`src/hdl/ocg_pkg.sv`:
```
// shared types and constants for the octree child key generator
package ocg_pkg;

  localparam int KEY_W     = 64;
  localparam int LVL_W     = 5;
  localparam int EXTRA_W   = 2;
  localparam int OFS_W     = 2;
  localparam int CNT_W     = 6;
  localparam int GRP_W     = 3;
  localparam int WIN_W     = KEY_W + 2;
  localparam int SUFFIX_W  = 7;

  localparam logic [LVL_W-1:0]   MAX_LEVEL  = LVL_W'(21);
  localparam logic [LVL_W-1:0]   TOP_GROUP  = LVL_W'(21);
  localparam logic [EXTRA_W-1:0] EXTRA_MAX  = EXTRA_W'(2);
  localparam logic [GRP_W-1:0]   GRP_EMPTY  = GRP_W'(0);
  localparam logic [GRP_W-1:0]   GRP_SENT   = GRP_W'(1);

  localparam logic [1:0] ST_OK        = 2'd0;
  localparam logic [1:0] ST_MALFORMED = 2'd1;
  localparam logic [1:0] ST_OVERFLOW  = 2'd2;

  typedef enum logic [1:0] {
    S_IDLE,
    S_SCAN,
    S_EMIT,
    S_ERR
  } state_t;

  // view of the scan unit seen by the sequencer
  typedef struct packed {
    logic [GRP_W-1:0] grp;
    logic [LVL_W-1:0] lvl;
    logic [KEY_W-1:0] mask;
    logic [KEY_W-1:0] base;
  } scan_st_t;

  typedef struct packed {
    logic [KEY_W-1:0] child_id;
    logic [OFS_W-1:0] offset_x;
    logic [OFS_W-1:0] offset_y;
    logic [OFS_W-1:0] offset_z;
    logic [LVL_W-1:0] src_level;
    logic [1:0]       status;
    logic             last;
  } res_t;

endpackage

```
`src/hdl/ocg_scan_unit.sv`:
```
// group scanner: shifts the key three bits per step to find the sentinel group
module ocg_scan_unit (
  input  logic                     clk,
  input  logic                     load,
  input  logic                     step,
  input  logic [ocg_pkg::KEY_W-1:0] key,
  output ocg_pkg::scan_st_t        st
);
  import ocg_pkg::*;

  logic [WIN_W-1:0] win_r;
  logic [WIN_W-1:0] win_nxt;
  logic [KEY_W-1:0] mask_r;
  logic [KEY_W-1:0] mask_nxt;
  logic [KEY_W-1:0] key_r;
  logic [KEY_W-1:0] key_nxt;
  logic [LVL_W-1:0] lvl_r;
  logic [LVL_W-1:0] lvl_nxt;

  always_comb begin
    win_nxt  = win_r;
    mask_nxt = mask_r;
    key_nxt  = key_r;
    lvl_nxt  = lvl_r;
    if (load) begin
      win_nxt  = {2'b00, key};
      mask_nxt = {1'b1, {(KEY_W-1){1'b0}}};
      key_nxt  = key;
      lvl_nxt  = TOP_GROUP;
    end else if (step) begin
      win_nxt  = win_r << GRP_W;
      mask_nxt = mask_r >> GRP_W;
      lvl_nxt  = lvl_r - LVL_W'(1);
    end
  end

  always_ff @(posedge clk) begin
    win_r  <= win_nxt;
    mask_r <= mask_nxt;
    key_r  <= key_nxt;
    lvl_r  <= lvl_nxt;
  end

  // once the sentinel group is on top, mask is one-hot at the sentinel bit
  assign st.grp  = win_r[WIN_W-1 -: GRP_W];
  assign st.lvl  = lvl_r;
  assign st.mask = mask_r;
  assign st.base = key_r & ~mask_r;

endmodule

```
`src/hdl/ocg_child_gen.sv`:
```
// child key former: places offset groups and a new sentinel above the base groups
module ocg_child_gen (
  input  ocg_pkg::scan_st_t           st,
  input  logic [ocg_pkg::EXTRA_W-1:0] extra,
  input  logic [ocg_pkg::CNT_W-1:0]   cnt,
  output ocg_pkg::res_t               res
);
  import ocg_pkg::*;

  logic [OFS_W-1:0]    ox;
  logic [OFS_W-1:0]    oy;
  logic [OFS_W-1:0]    oz;
  logic [SUFFIX_W-1:0] suffix;
  logic [CNT_W-1:0]    cnt_last;
  logic [KEY_W-1:0]    child;

  // k innermost, i outermost; group for offset bit 0 sits just below the sentinel
  always_comb begin
    unique case (extra)
      2'd0: begin
        ox = '0; oy = '0; oz = '0;
        suffix   = SUFFIX_W'(1);
        cnt_last = CNT_W'(0);
      end
      2'd1: begin
        ox = {1'b0, cnt[2]};
        oy = {1'b0, cnt[1]};
        oz = {1'b0, cnt[0]};
        suffix   = SUFFIX_W'({1'b1, cnt[2], cnt[1], cnt[0]});
        cnt_last = CNT_W'(7);
      end
      default: begin
        ox = cnt[5:4];
        oy = cnt[3:2];
        oz = cnt[1:0];
        suffix   = {1'b1, cnt[4], cnt[2], cnt[0], cnt[5], cnt[3], cnt[1]};
        cnt_last = CNT_W'(63);
      end
    endcase
  end

  always_comb begin
    child = st.base;
    for (int t = 0; t < SUFFIX_W; t++) begin
      if (suffix[t]) child = child | (st.mask << t);
    end
  end

  assign res.child_id  = child;
  assign res.offset_x  = ox;
  assign res.offset_y  = oy;
  assign res.offset_z  = oz;
  assign res.src_level = st.lvl;
  assign res.status    = ST_OK;
  assign res.last      = (cnt == cnt_last);

endmodule

```
`src/hdl/octree_child_key_generator_top.sv`:
```
// octree child key generator: decodes a sentinel-led cell key and emits its refined children
//
// An input key is taken only while the block is idle. A shared three-bit
// group shifter scans the key from the top group down, one group per cycle,
// to locate the sentinel of the key. A key with extra_levels = e then
// yields 8^e children, one per cycle while the output is drained, the last
// one flagged by out_last. A zero key, a sentinel off a group boundary, or
// a refined level above 21 gives one error result instead. The output is
// registered, so the final child waits there while the next key is
// accepted. extra_levels resets to 1 and a write of 3 is stored as 2.
module octree_child_key_generator_top (
  input  logic                          clk,
  input  logic                          rst_n,
  input  logic                          in_valid,
  output logic                          in_ready,
  input  logic [ocg_pkg::KEY_W-1:0]     in_subgrid_id,
  input  logic                          cfg_valid,
  output logic                          cfg_ready,
  input  logic [ocg_pkg::EXTRA_W-1:0]   cfg_extra_levels,
  output logic                          out_valid,
  input  logic                          out_ready,
  output logic [ocg_pkg::KEY_W-1:0]     out_child_id,
  output logic [ocg_pkg::OFS_W-1:0]     out_offset_x,
  output logic [ocg_pkg::OFS_W-1:0]     out_offset_y,
  output logic [ocg_pkg::OFS_W-1:0]     out_offset_z,
  output logic [ocg_pkg::LVL_W-1:0]     out_src_level,
  output logic [1:0]                    out_status,
  output logic                          out_last
);
  import ocg_pkg::*;

  state_t           state_r;
  state_t           state_nxt;
  logic [EXTRA_W-1:0] extra_r;
  logic [EXTRA_W-1:0] extra_nxt;
  logic [CNT_W-1:0] cnt_r;
  logic [CNT_W-1:0] cnt_nxt;
  logic [1:0]       err_status_r;
  logic [1:0]       err_status_nxt;
  logic [LVL_W-1:0] err_level_r;
  logic [LVL_W-1:0] err_level_nxt;
  logic             out_valid_r;
  logic             out_valid_nxt;
  res_t             out_r;
  res_t             out_nxt;

  scan_st_t scan_st;
  res_t     child_res;
  res_t     err_res;
  logic     in_xfer;
  logic     slot_free;
  logic     scan_load;
  logic     scan_step;
  logic     out_load;
  logic     found;
  logic     bad_group;
  logic     zero_key;
  logic     overflow;

  ocg_scan_unit u_scan (
    .clk  (clk),
    .load (scan_load),
    .step (scan_step),
    .key  (in_subgrid_id),
    .st   (scan_st)
  );

  ocg_child_gen u_child (
    .st    (scan_st),
    .extra (extra_r),
    .cnt   (cnt_r),
    .res   (child_res)
  );

  assign in_xfer   = in_valid && in_ready;
  assign slot_free = !out_valid_r || out_ready;
  assign found     = (scan_st.grp == GRP_SENT);
  assign bad_group = (scan_st.grp != GRP_EMPTY) && (scan_st.grp != GRP_SENT);
  assign zero_key  = (scan_st.grp == GRP_EMPTY) && (scan_st.lvl == '0);
  assign overflow  = ({1'b0, scan_st.lvl} + (LVL_W+1)'(extra_r)) > (LVL_W+1)'(MAX_LEVEL);

  assign err_res.child_id  = '0;
  assign err_res.offset_x  = '0;
  assign err_res.offset_y  = '0;
  assign err_res.offset_z  = '0;
  assign err_res.src_level = err_level_r;
  assign err_res.status    = err_status_r;
  assign err_res.last      = 1'b1;

  // next state
  always_comb begin
    state_nxt = state_r;
    unique case (state_r)
      S_IDLE: if (in_valid) state_nxt = S_SCAN;
      S_SCAN: begin
        if (found) begin
          state_nxt = overflow ? S_ERR : S_EMIT;
        end else if (bad_group || zero_key) begin
          state_nxt = S_ERR;
        end
      end
      S_EMIT: if (slot_free && child_res.last) state_nxt = S_IDLE;
      S_ERR:  if (slot_free) state_nxt = S_IDLE;
      default: state_nxt = S_IDLE;
    endcase
  end

  // sequencer outputs
  always_comb begin
    in_ready  = 1'b0;
    scan_load = 1'b0;
    scan_step = 1'b0;
    out_load  = 1'b0;
    unique case (state_r)
      S_IDLE: begin
        in_ready  = 1'b1;
        scan_load = in_valid;
      end
      S_SCAN:  scan_step = (scan_st.grp == GRP_EMPTY) && !zero_key;
      S_EMIT:  out_load  = slot_free;
      S_ERR:   out_load  = slot_free;
      default: ;
    endcase
  end

  always_comb begin
    cnt_nxt        = cnt_r;
    err_status_nxt = err_status_r;
    err_level_nxt  = err_level_r;
    if (in_xfer) cnt_nxt = '0;
    else if (state_r == S_EMIT && out_load) cnt_nxt = cnt_r + CNT_W'(1);
    if (state_r == S_SCAN) begin
      if (found && overflow) begin
        err_status_nxt = ST_OVERFLOW;
        err_level_nxt  = scan_st.lvl;
      end else begin
        err_status_nxt = ST_MALFORMED;
        err_level_nxt  = '0;
      end
    end
  end

  always_comb begin
    extra_nxt = extra_r;
    if (cfg_valid && cfg_ready) begin
      extra_nxt = (cfg_extra_levels > EXTRA_MAX) ? EXTRA_MAX : cfg_extra_levels;
    end
  end

  always_comb begin
    out_valid_nxt = out_valid_r;
    out_nxt       = out_r;
    if (out_load) begin
      out_valid_nxt = 1'b1;
      out_nxt       = (state_r == S_ERR) ? err_res : child_res;
    end else if (out_ready) begin
      out_valid_nxt = 1'b0;
    end
  end

  always_ff @(posedge clk) begin
    if (!rst_n) begin
      state_r     <= S_IDLE;
      extra_r     <= EXTRA_W'(1);
      cnt_r       <= '0;
      out_valid_r <= 1'b0;
    end else begin
      state_r     <= state_nxt;
      extra_r     <= extra_nxt;
      cnt_r       <= cnt_nxt;
      out_valid_r <= out_valid_nxt;
    end
  end

  always_ff @(posedge clk) begin
    err_status_r <= err_status_nxt;
    err_level_r  <= err_level_nxt;
    out_r        <= out_nxt;
  end

  assign cfg_ready      = 1'b1;
  assign out_valid      = out_valid_r;
  assign out_child_id   = out_r.child_id;
  assign out_offset_x   = out_r.offset_x;
  assign out_offset_y   = out_r.offset_y;
  assign out_offset_z   = out_r.offset_z;
  assign out_src_level  = out_r.src_level;
  assign out_status     = out_r.status;
  assign out_last       = out_r.last;

endmodule

```
`config.mk`:
```
export PLATFORM = sky130hd
export DESIGN_NAME = octree_child_key_generator_top
export DESIGN_NICKNAME = d
export VERILOG_FILES = /design/src/hdl/ocg_pkg.sv /design/src/hdl/ocg_scan_unit.sv /design/src/hdl/ocg_child_gen.sv /design/src/hdl/octree_child_key_generator_top.sv
export SDC_FILE = /design/constraint.sdc
export NUM_CORES = 1
export LEC_CHECK = 0
export BUFFER_PORTS_ARGS = -buffer_cell sky130_fd_sc_hd__buf_2
export CAP_MARGIN = 15
export CELL_PAD_IN_SITES_DETAIL_PLACEMENT = 2
export CELL_PAD_IN_SITES_GLOBAL_PLACEMENT = 2
export CORE_UTILIZATION = 38
export DETAILED_ROUTE_END_ITERATION = 7
export PLACE_DENSITY = 0.77
export SYNTH_ARGS = -nofsm -noshare
export SYNTH_HDL_FRONTEND = slang
export SYNTH_SLANG_ARGS = --single-unit
```
`constraint.sdc`:
```
create_clock -name clk -period 6.3 [get_ports clk]
set_clock_uncertainty 0.2 [all_clocks]
set_input_delay 0.945 -clock clk [delete_from_list [all_inputs] [get_ports clk]]
set_output_delay 0.945 -clock clk [all_outputs]
set_load 0.02 [all_outputs]
```
==> metrics, run 1 <==
core area roughly 27000 um^2; Primary FF master, synth edfxtp_1; Clock Tree Buf Depth 3; Clk pin slew, worst setup/hold paths 0.06 ns; flop2flop setup slack 2.85 ns; Row Count 60; RSZ-0062 raised after global routing no; initial core utilization approximately 39%; Pins Over Slew Limit 0; CP endpoint kind flop; crit path time final 3.45 ns; Clock power frac 35.0%; startpoint type of the worst setup path flop; Placed Area between 10000 and 15000 um^2; HP Class reg -> reg; Port Buf Inserts 150; Synth Area in XOR/XNOR less than 1%; NetSw approximately 1300 uW; leakage about 0.0047 uW; total CTS buffers 28; Die Area 28100 um^2; CTS resizes 0; Worst Path Arrival about 3.3 ns; type of the worst setup path reg -> reg; Least-Margin Pin Slew 1.14 ns; Post-Syn Nets 940; total gr overflow 0; Syn Std Cell Area between 10000 and 15000 um^2; GRT Total Usage between 20% and 30%; first-pass GRT wire length ~46000 um; pin count of the biggest net entering global routing 98; Hold Vio Cnt, Final 0; chip height approximately 170 um; syn avg cell area 12.1 um^2; flops & latches, synth 253; TritonCTS clock tree done; largest family of logic cells by synthesized area simple AND/OR/NAND/NOR gates; Final Hold Slack 0.274 ns; Yosys warnings 0; PwrDens ~380 nW/um^2; Final Cycle Share a little over half; initial antenna violation count 2; Final Instance Area between 10000 and 15000 um^2; final core occ around 46%; status complete, no violations; fmax 290 MHz; sequential area share after synthesis around 69%; Die W 168 um; DRT antenna net count 0; sequential power share between 40% and 50%; final wirelength between 20000 and 30000 um; Vias per Instance between 5 and 6; Setup TNS 0 ns; vias in the first global route between 7k and 8k; Area growth, synth to finish 18.1%; Synth async-reset ratio 0%; total I/O pin count roughly 150; switching share of power 28.4%; Commonest cells post-synth nand2_1, edfxtp_1, nor2_1, a21oi_1; Routed WL per cell around 22 um; post-cts hold buffer count 0; Worst VDD drop 0.202 mV; Yosys top cell area share ~61%; adder-cell share of the synthesized area about 1.2%; largest area contributor in the netlist edfxtp_1; Setup Buffers After CTS 0; relative slew slack 24.2%; top-count cell post-synth nand2_1; drt first pass iters 5; ranking of synthesized cells by area edfxtp_1, nand2_1, dfxtp_1, a221oi_1, nor2_1; Max Cap Violations 0; setup violators final 0; Synth Area in Compound Gates about 9.2%; Root Driver clkbuf_16; Required @ worst endpoint around 6.2 ns; Comb pwr share roughly 16%; mux contribution to synthesized area ~2.3%; later-pin clock latency in the skew report between 0.5 and 0.6 ns; Syn Inst Count 860; drt drc 0; vias 7242; fraction of layout cells with a size suffix above 1 22.9%; P_int 3350 uW; post-DP HPWL approximately 18000 um; Synth Area in Simple Gates ~14%; synth unique cells slightly above 50; Sink Count 253; Final #Nets ~1.1k; DR iter-0 viols about 450; crit path max fanout between 60 and 70; H-tree levels 1; number of synthesized flops with an enable pin around 210; gpl congestion a little under 0.8
==> through the flow <==
stage / std cells / power [uW] / setup WS, ns
CTS: 1339 / 4730 / 2.76
floorplan: 860 / 2790 / 1.31
global placement: 1287 / 3020 / 2.96
finish: 1343 / 4670 / 2.85
detailed placement: 1287 / 3080 / 2.82
global route: 1341 / 4870 / 2.59
==> worst max-delay path, stage by stage, from the launching register on <==
cell     delay (ns)
dfxtp_1        0.34
inv_1          0.16
ha_1           0.19
nor4b_4        0.35
or3_1          0.93
nand2_4        0.76
==> metal layers <==
layer	up-vias	global-route usage (%)	wire length (um)
met5	-	0	0
met4	0	4.99	597
met3	41	3.03	1410
met2	209	36.5	14700
met1	3696	28.4	12900
li1	3296	-	-
==> power groups by stage <==
stage / combinational (uW) / clock [uW] / sequential [uW]
after CTS: 770 / 1670 / 2290
final: 752 / 1640 / 2280
after floorplan: 431 / 0 / 2360
after global placement: 720 / 0 / 2300
after global routing: 830 / 1730 / 2310
after detailed placement: 761 / 0 / 2320
==> sequential cells by signal, summed over array words and instances, names as in the netlist <==
signal         flops
out_status         2
err_status_r       2
out_src_level      5
u_scan.key_r      64
err_level_r        5
out_offset_y       2
extra_r            2
out_last           1
state_r            2
u_scan.mask_r     22
u_scan.lvl_r       5
out_child_id      64
cnt_r              6
out_offset_x       2
out_valid          1
u_scan.win_r      66
out_offset_z       2
==> layout by cell type, fill, tap and decap left out, types with 3 or more instances in the layout <==
| cell type | instances |
|---|---|
| buf_2 | 150 |
| xnor2_1 | 4 |
| nand2_1 | 240 |
| nand2_2 | 9 |
| a21oi_2 | 8 |
| or3_1 | 3 |
| clkinvlp_4 | 3 |
| clkinv_2 | 7 |
| inv_1 | 9 |
| clkbuf_1 | 6 |
| a21o_1 | 4 |
| a21oi_1 | 45 |
| edfxtp_1 | 213 |
| and2_1 | 8 |
| a221oi_1 | 40 |
| a22oi_1 | 20 |
| clkbuf_8 | 3 |
| clkbuf_16 | 29 |
| and3_1 | 6 |
| dfxtp_1 | 40 |
| mux2i_1 | 24 |
| ha_1 | 8 |
| nor2_1 | 63 |
| buf_4 | 6 |
| o21ai_0 | 5 |
| a211oi_1 | 3 |
| nor2b_1 | 3 |
==> path summary, 6_finish.rpt <==
| kind | endpoint | startpoint | depth (start not counted) |
|---|---|---|---|
| setup / recovery | u_scan.win_r[10] | u_scan.lvl_r[1] | 5 |
| hold / removal | u_scan.mask_r[63] | u_scan.mask_r[63] | 2 |
| setup reg to reg | u_scan.win_r[10] | u_scan.lvl_r[1] | 5 |
| hold reg to reg | u_scan.mask_r[63] | u_scan.mask_r[63] | 2 |
==> cell type report <==
| type | instances | area (um^2) |
|---|---|---|
| Clock inverter | 14 | 125 |
| Inverter | 10 | 42.5 |
| Multi-Input combinational cell | 527 | 2880 |
| Fill cell | 2685 | 14700 |
| Sequential cell | 253 | 7200 |
| Clock buffer | 38 | 790 |
| Timing Repair Buffer | 158 | 838 |
| Antenna cell | 2 | 5.00 |
| Tap cell | 341 | 427 |
==> cell families after synthesis <==
family / count (synthesis)
adders and majority gates: 9
buffers and inverters: 80
AOI/OAI and AO/OA: 136
xor gates and xnor gates: 5
and+or+nand+nor: 352
other: 1
muxes: 24
DFF: 253
Power figures use the tool's default switching activity.
==> inputs of run 2 (changes only) <==
- CORE_UTILIZATION: 38 -> 34
- PLACE_DENSITY: 0.77 -> 0.73
- clock period: 6.3 -> 2.9 ns (I/O delays scaled with it)
==> run 2 against run 1 <==
  * Critical path depth grew 3
  * Utilization shrank 1.5 points
  * Via count grew 4.0%
  * Total power grew 120%
  * Final area grew 7.2%
  * Final cell count grew 10%
  * Global-route usage shrank 1.2 points
  * Clock power grew 110%
  * Wire length grew 5.5%
  * Sequential power grew 120%
  * Sequential cell count is the same
==> metrics, run 2 (synthesized netlist as in run 1, its figures left out) <==
post-cts hold buffer count 66; initial core utilization approximately a third; fmax between 300 and 400 MHz; status complete, no violations; commonest non-fill, non-tap cells in the layout nand2_1, edfxtp_1, buf_2; switching share of power approximately 28%; RSZ-0062 raised after global routing no; DRT antenna net count 0; final core occ approximately 44%; Pins Over Slew Limit 0; Required @ worst endpoint roughly 3.0 ns; CP endpoint kind flop; TritonCTS clock tree done; Largest Register u_scan.win_r; total I/O pin count 152; Routed WL per cell between 20 and 25 um; type of the worst setup path reg -> reg; drt drc 0; crit path max fanout 7; filler cell count roughly 3.0k; relative slew slack between 50 and 60%; crit path time final 2.53 ns; total gr overflow 0; Register Area just over 7000 um^2; Top delay family on crit path adder cells; leakage approximately 0.0051 uW; fraction of layout cells with a size suffix above 1 a little under a quarter; H-tree levels 1; Die Area 31300 um^2; chip height 177 um; total CTS buffers 28; Max stage delay cell, worst path fa_1; Row Count 63; Final Cycle Share about 87%; pin count of the biggest net entering global routing 46; Cell Chain, Critical Path ha_1 -> inv_1 -> fa_1 -> nor2_1 -> o31ai_1 -> a211oi_1 -> buf_4 -> and2_1; crit path buf inv count 2; GRT Total Usage about 20%; sequential power share roughly half; Area growth, synth to finish 26.7%; DR iter-0 viols roughly 390; Port Buf Inserts 150; CTS resizes 0; Sink Count 253; Setup Buffers After CTS 0; Diodes inserted 0; Largest stage delay, worst path between 0.5 and 0.6 ns; Clk pin slew, worst setup/hold paths ~0.060 ns; Hold Vio Cnt, Final 0; final wirelength 31200 um; first-pass GRT wire length ~48000 um; most common cell after layout, fill and taps aside nand2_1; fin cells ~1.5k; startpoint type of the worst setup path flop; NetSw 2900 uW; P_int ~7400 uW; vias ~7.5k; HP Class in -> reg; Clock Tree Buf Depth 3; footprint of the multi-input gates 2880 um^2; Least-Margin Pin Slew roughly 0.74 ns; Root Driver clkbuf_16; initial antenna violation count 0; Worst Path Arrival between 2 and 3 ns; Setup TNS 0 ns; later-pin clock latency in the skew report ~0.54 ns; Worst VDD drop around 0.38 mV; vias in the first global route 8245; Vias per Instance a little over 5; Clock power frac 34.1%; Final #Nets 1147; number of flip-flops in the largest register 66; Inst Count DP approximately 1.4k; post-DP HPWL approximately 21000 um; Final Hold Slack ~0.025 ns; drt first pass iters 6; core area 29900 um^2; Comb pwr share between 10% and 20%; gpl congestion 0.762; setup violators final 0; PwrDens 778 nW/um^2; Max Cap Violations 0; Die W 177 um
## run 2: through the flow
step	cell area (um^2)	power [uW]	setup WS (ns)
finish	13200	10300	0.374
global route	13200	10700	0.209
CTS	13200	10400	0.334
detailed placement	11600	6780	0.395
global placement	11600	6660	0.516
floorplan	10400	6050	0.0208
## run 2: path summary, 6_finish.rpt
kind	startpoint	endpoint	slack, ns	cells past startpoint
setup / recovery	extra_r[0]	err_level_r[3]	0.37	8
hold / removal	cfg_valid	extra_r[1]	0.02	3
setup reg to reg	extra_r[0]	err_level_r[3]	0.37	8
hold reg to reg	u_scan.mask_r[63]	u_scan.mask_r[60]	0.30	2
## run 2: power by group through the flow
| stage | Combinational (uW) | Clock, uW | Sequential [uW] |
|---|---|---|---|
| 2_1_floorplan | 945 | 0 | 5110 |
| 4_1_cts | 1860 | 3580 | 4940 |
| 3_5_place_dp | 1770 | 0 | 5010 |
| 6_report | 1830 | 3500 | 4940 |
| 5_1_grt | 2010 | 3730 | 4990 |
| 3_3_place_gp | 1690 | 0 | 4970 |
## run 2: area by class of cell
class / count / area share, %
tap: 390 / 3.70
clock inverter: 9 / 0.579
clock buffer: 43 / 6.28
timing repair buffer: 247 / 12.7
inverter: 10 / 0.323
multi-input combinational: 527 / 21.8
sequential: 253 / 54.6
## run 2: per-layer routing
layer,GRT usage (%),up-vias,share of wire (%)
met5,0,-,0
met4,5.06,0,1.9
met3,2.77,50,3.4
met2,34.5,171,51
met1,26.3,3835,44
li1,-,3478,-
## run 2: tightest hold or removal path, cell delays in order
cell and delay [ns]:
buf_2 0.11, mux2i_1 0.08, nor2b_1 0.10
==> inputs of run 3 (changes only) <==
- clock period: 2.9 -> 2.2 ns (I/O delays scaled with it)
==> run 3 against run 2 <==
  * The run now ends with setup timing left
  * Wire length grew 5.2%
  * Clock power up 39%
  * Sequential share of layout area decreased by 2.0 points
  * Total power is 38% higher
  * Worst hold slack better by 0.0046 ns
  * Combinational power increased by 52%
  * Sequential power is 31% higher
  * Final cell count increased by 1.4%
  * Final area up 3.9%
  * First-iteration DRC count increased by 15%
  * Critical endpoint is now err_status_r[0]
  * Highest routed layer unchanged
==> metrics, run 3 (synthesized netlist as in run 1, its figures left out) <==
Die W ~180 um; PwrDens 1030 nW/um^2; Hold Crit Start out_ready; startpoint type of the worst setup path flop; total I/O pin count 152; Routed WL per cell about 22 um; worst reg2reg startpoint extra_r[0]; Clk pin slew, worst setup/hold paths around 0.060 ns; sequential power share between 40% and 50%; pin count of the biggest net entering global routing between 40 and 50; final wirelength around 33000 um; Largest Register u_scan.win_r; Least-Margin Pin Slew 0.563 ns; post-DP HPWL around 21000 um; setup violators final 2; core area roughly 30000 um^2; Comb pwr share 19.7%; drt first pass iters 4; worst-case reg-to-reg path depth 7; leakage about 0.0053 uW; vias approximately 7.7k; type of the worst setup path reg -> reg; H-tree levels 1; Design Power ~14000 uW; RSZ-0062 raised after global routing yes; initial core utilization roughly a third; failing checks setup timing; HP Class in -> reg; switching share of power 28.2%; Die Area approximately 31000 um^2; reg2reg end err_status_r[0]; DR iter-0 viols around 450; P_int roughly 10000 uW; GRT Total Usage 21.0%; Clock power frac around a third; NetSw about 4000 uW; flop2flop setup slack -0.03 ns; Final #Nets roughly 1.2k; Final Cycle Share 101%; most common cell after layout, fill and taps aside nand2_1; Worst Hold Endpoint out_valid; commonest non-fill, non-tap cells in the layout nand2_1, edfxtp_1, buf_2; Required @ worst endpoint around 2.3 ns; Port Buf Inserts 150; crit path time final about 2.2 ns; total CTS buffers 28; Max Cap Violations 0; number of flip-flops in the largest register between 60 and 70; total gr overflow 0; Worst VDD drop 0.882 mV; drt drc 0; Sink Count roughly 250; fmax 449 MHz; status finished, violations left; Clock Tree Buf Depth 3; final setup margin -0.0270 ns; Pins Over Slew Limit 0; Worst Path Arrival between 2 and 2.5 ns; later-pin clock latency in the skew report 0.54 ns; Root Driver clkbuf_16; first-pass GRT wire length approximately 50000 um; Hold Vio Cnt, Final 0; fraction of layout cells with a size suffix above 1 between 20% and 30%; final core occ 45.9%; Vias per Instance 5.14; gpl congestion 0.757; TritonCTS clock tree done; DRT antenna net count 0; vias in the first global route roughly 8.6k; Area growth, synth to finish 31.6%; crit path max fanout 7; chip height roughly 180 um; initial antenna violation count 0; relative slew slack between 60% and 70%; Row Count 63; Worst Hold Depth 3; CP endpoint kind flop; Diodes inserted 0
[run 3: cell types whose count changed in the layout (fill, tap and decap cells not counted), moves of 3 or more]
cell	change
bufinv_16	+4
clkinvlp_4	-3
buf_4	+8
a221oi_1	-14
a221oi_2	+14
buf_12	+11
dfxtp_2	+3
clkbuf_8	-5
dfxtp_1	-3
[run 3: repair_timing]
item / 4_1_cts / 5_1_grt
hold buffers: 67 / 0
resized for setup: 13 / 15
buffers inserted: 0 / 3
endpoints found under the hold margin: 133 / 0
gates cloned: 0 / 0
pin swaps: 4 / 4
setup endpoints to repair: 69 / 58
[run 3: power groups by stage]
stage | Combinational (uW) | Clock [uW] | Sequential, uW
finish | 2790 | 4880 | 6490
global route | 3040 | 5140 | 6560
CTS | 2780 | 4960 | 6490
detailed placement | 2610 | 0 | 6570
global placement | 2510 | 0 | 6520
floorplan | 1280 | 0 | 6730
[run 3: worst max-delay path, stage by stage, from the launching register on]
cell and delay (ns):
dfxtp_2 0.35, ha_4 0.15, inv_2 0.04, fa_1 0.50
nor2_2 0.18, o31ai_4 0.09, a211oi_4 0.36, inv_1 0.09
[run 3: through the flow]
step	setup TNS [ns]	area, um^2	std cells	worst slack (ns)	hold WS [ns]
2_1_floorplan	-24.48	10500	860	-0.175	0.209
3_3_place_gp	0	11900	1380	0.0335	0.258
3_5_place_dp	-1.11	11900	1380	-0.0769	0.281
4_1_cts	0	13600	1497	0.000337	0.00561
5_1_grt	-0.467	13700	1500	-0.107	0.0301
6_report	-0.0298	13700	1500	-0.0270	0.0293
[run 3: worst max path at each step]
stage,from,to,slack (ns)
global route,extra_r[0],err_status_r[0],-0.11
CTS,extra_r[1],out_child_id[32],0.0003
floorplan,state_r[1],u_scan.win_r[0],-0.18
detailed placement,u_scan.lvl_r[0],err_level_r[4],-0.08
finish,extra_r[0],err_status_r[0],-0.03
global placement,u_scan.lvl_r[0],u_scan.mask_r[6],0.03
[run 3: metal layers]
layer | global-route usage [%] | routed length, um
met4 | 5.06 | 553
met3 | 2.60 | 1320
met1 | 27.0 | 14100
met5 | 0 | 0
met2 | 37.3 | 16900
[run 3: final cells by class]
class / count / area (um^2)
repair buffers: 269 / 1990
flip-flops and latches: 253 / 7200
clock buffers: 38 / 738
well taps: 390 / 488
multi-input cells: 527 / 3030
inverters: 10 / 42.5
clock inverters: 13 / 201
fillers: 2978 / 16200
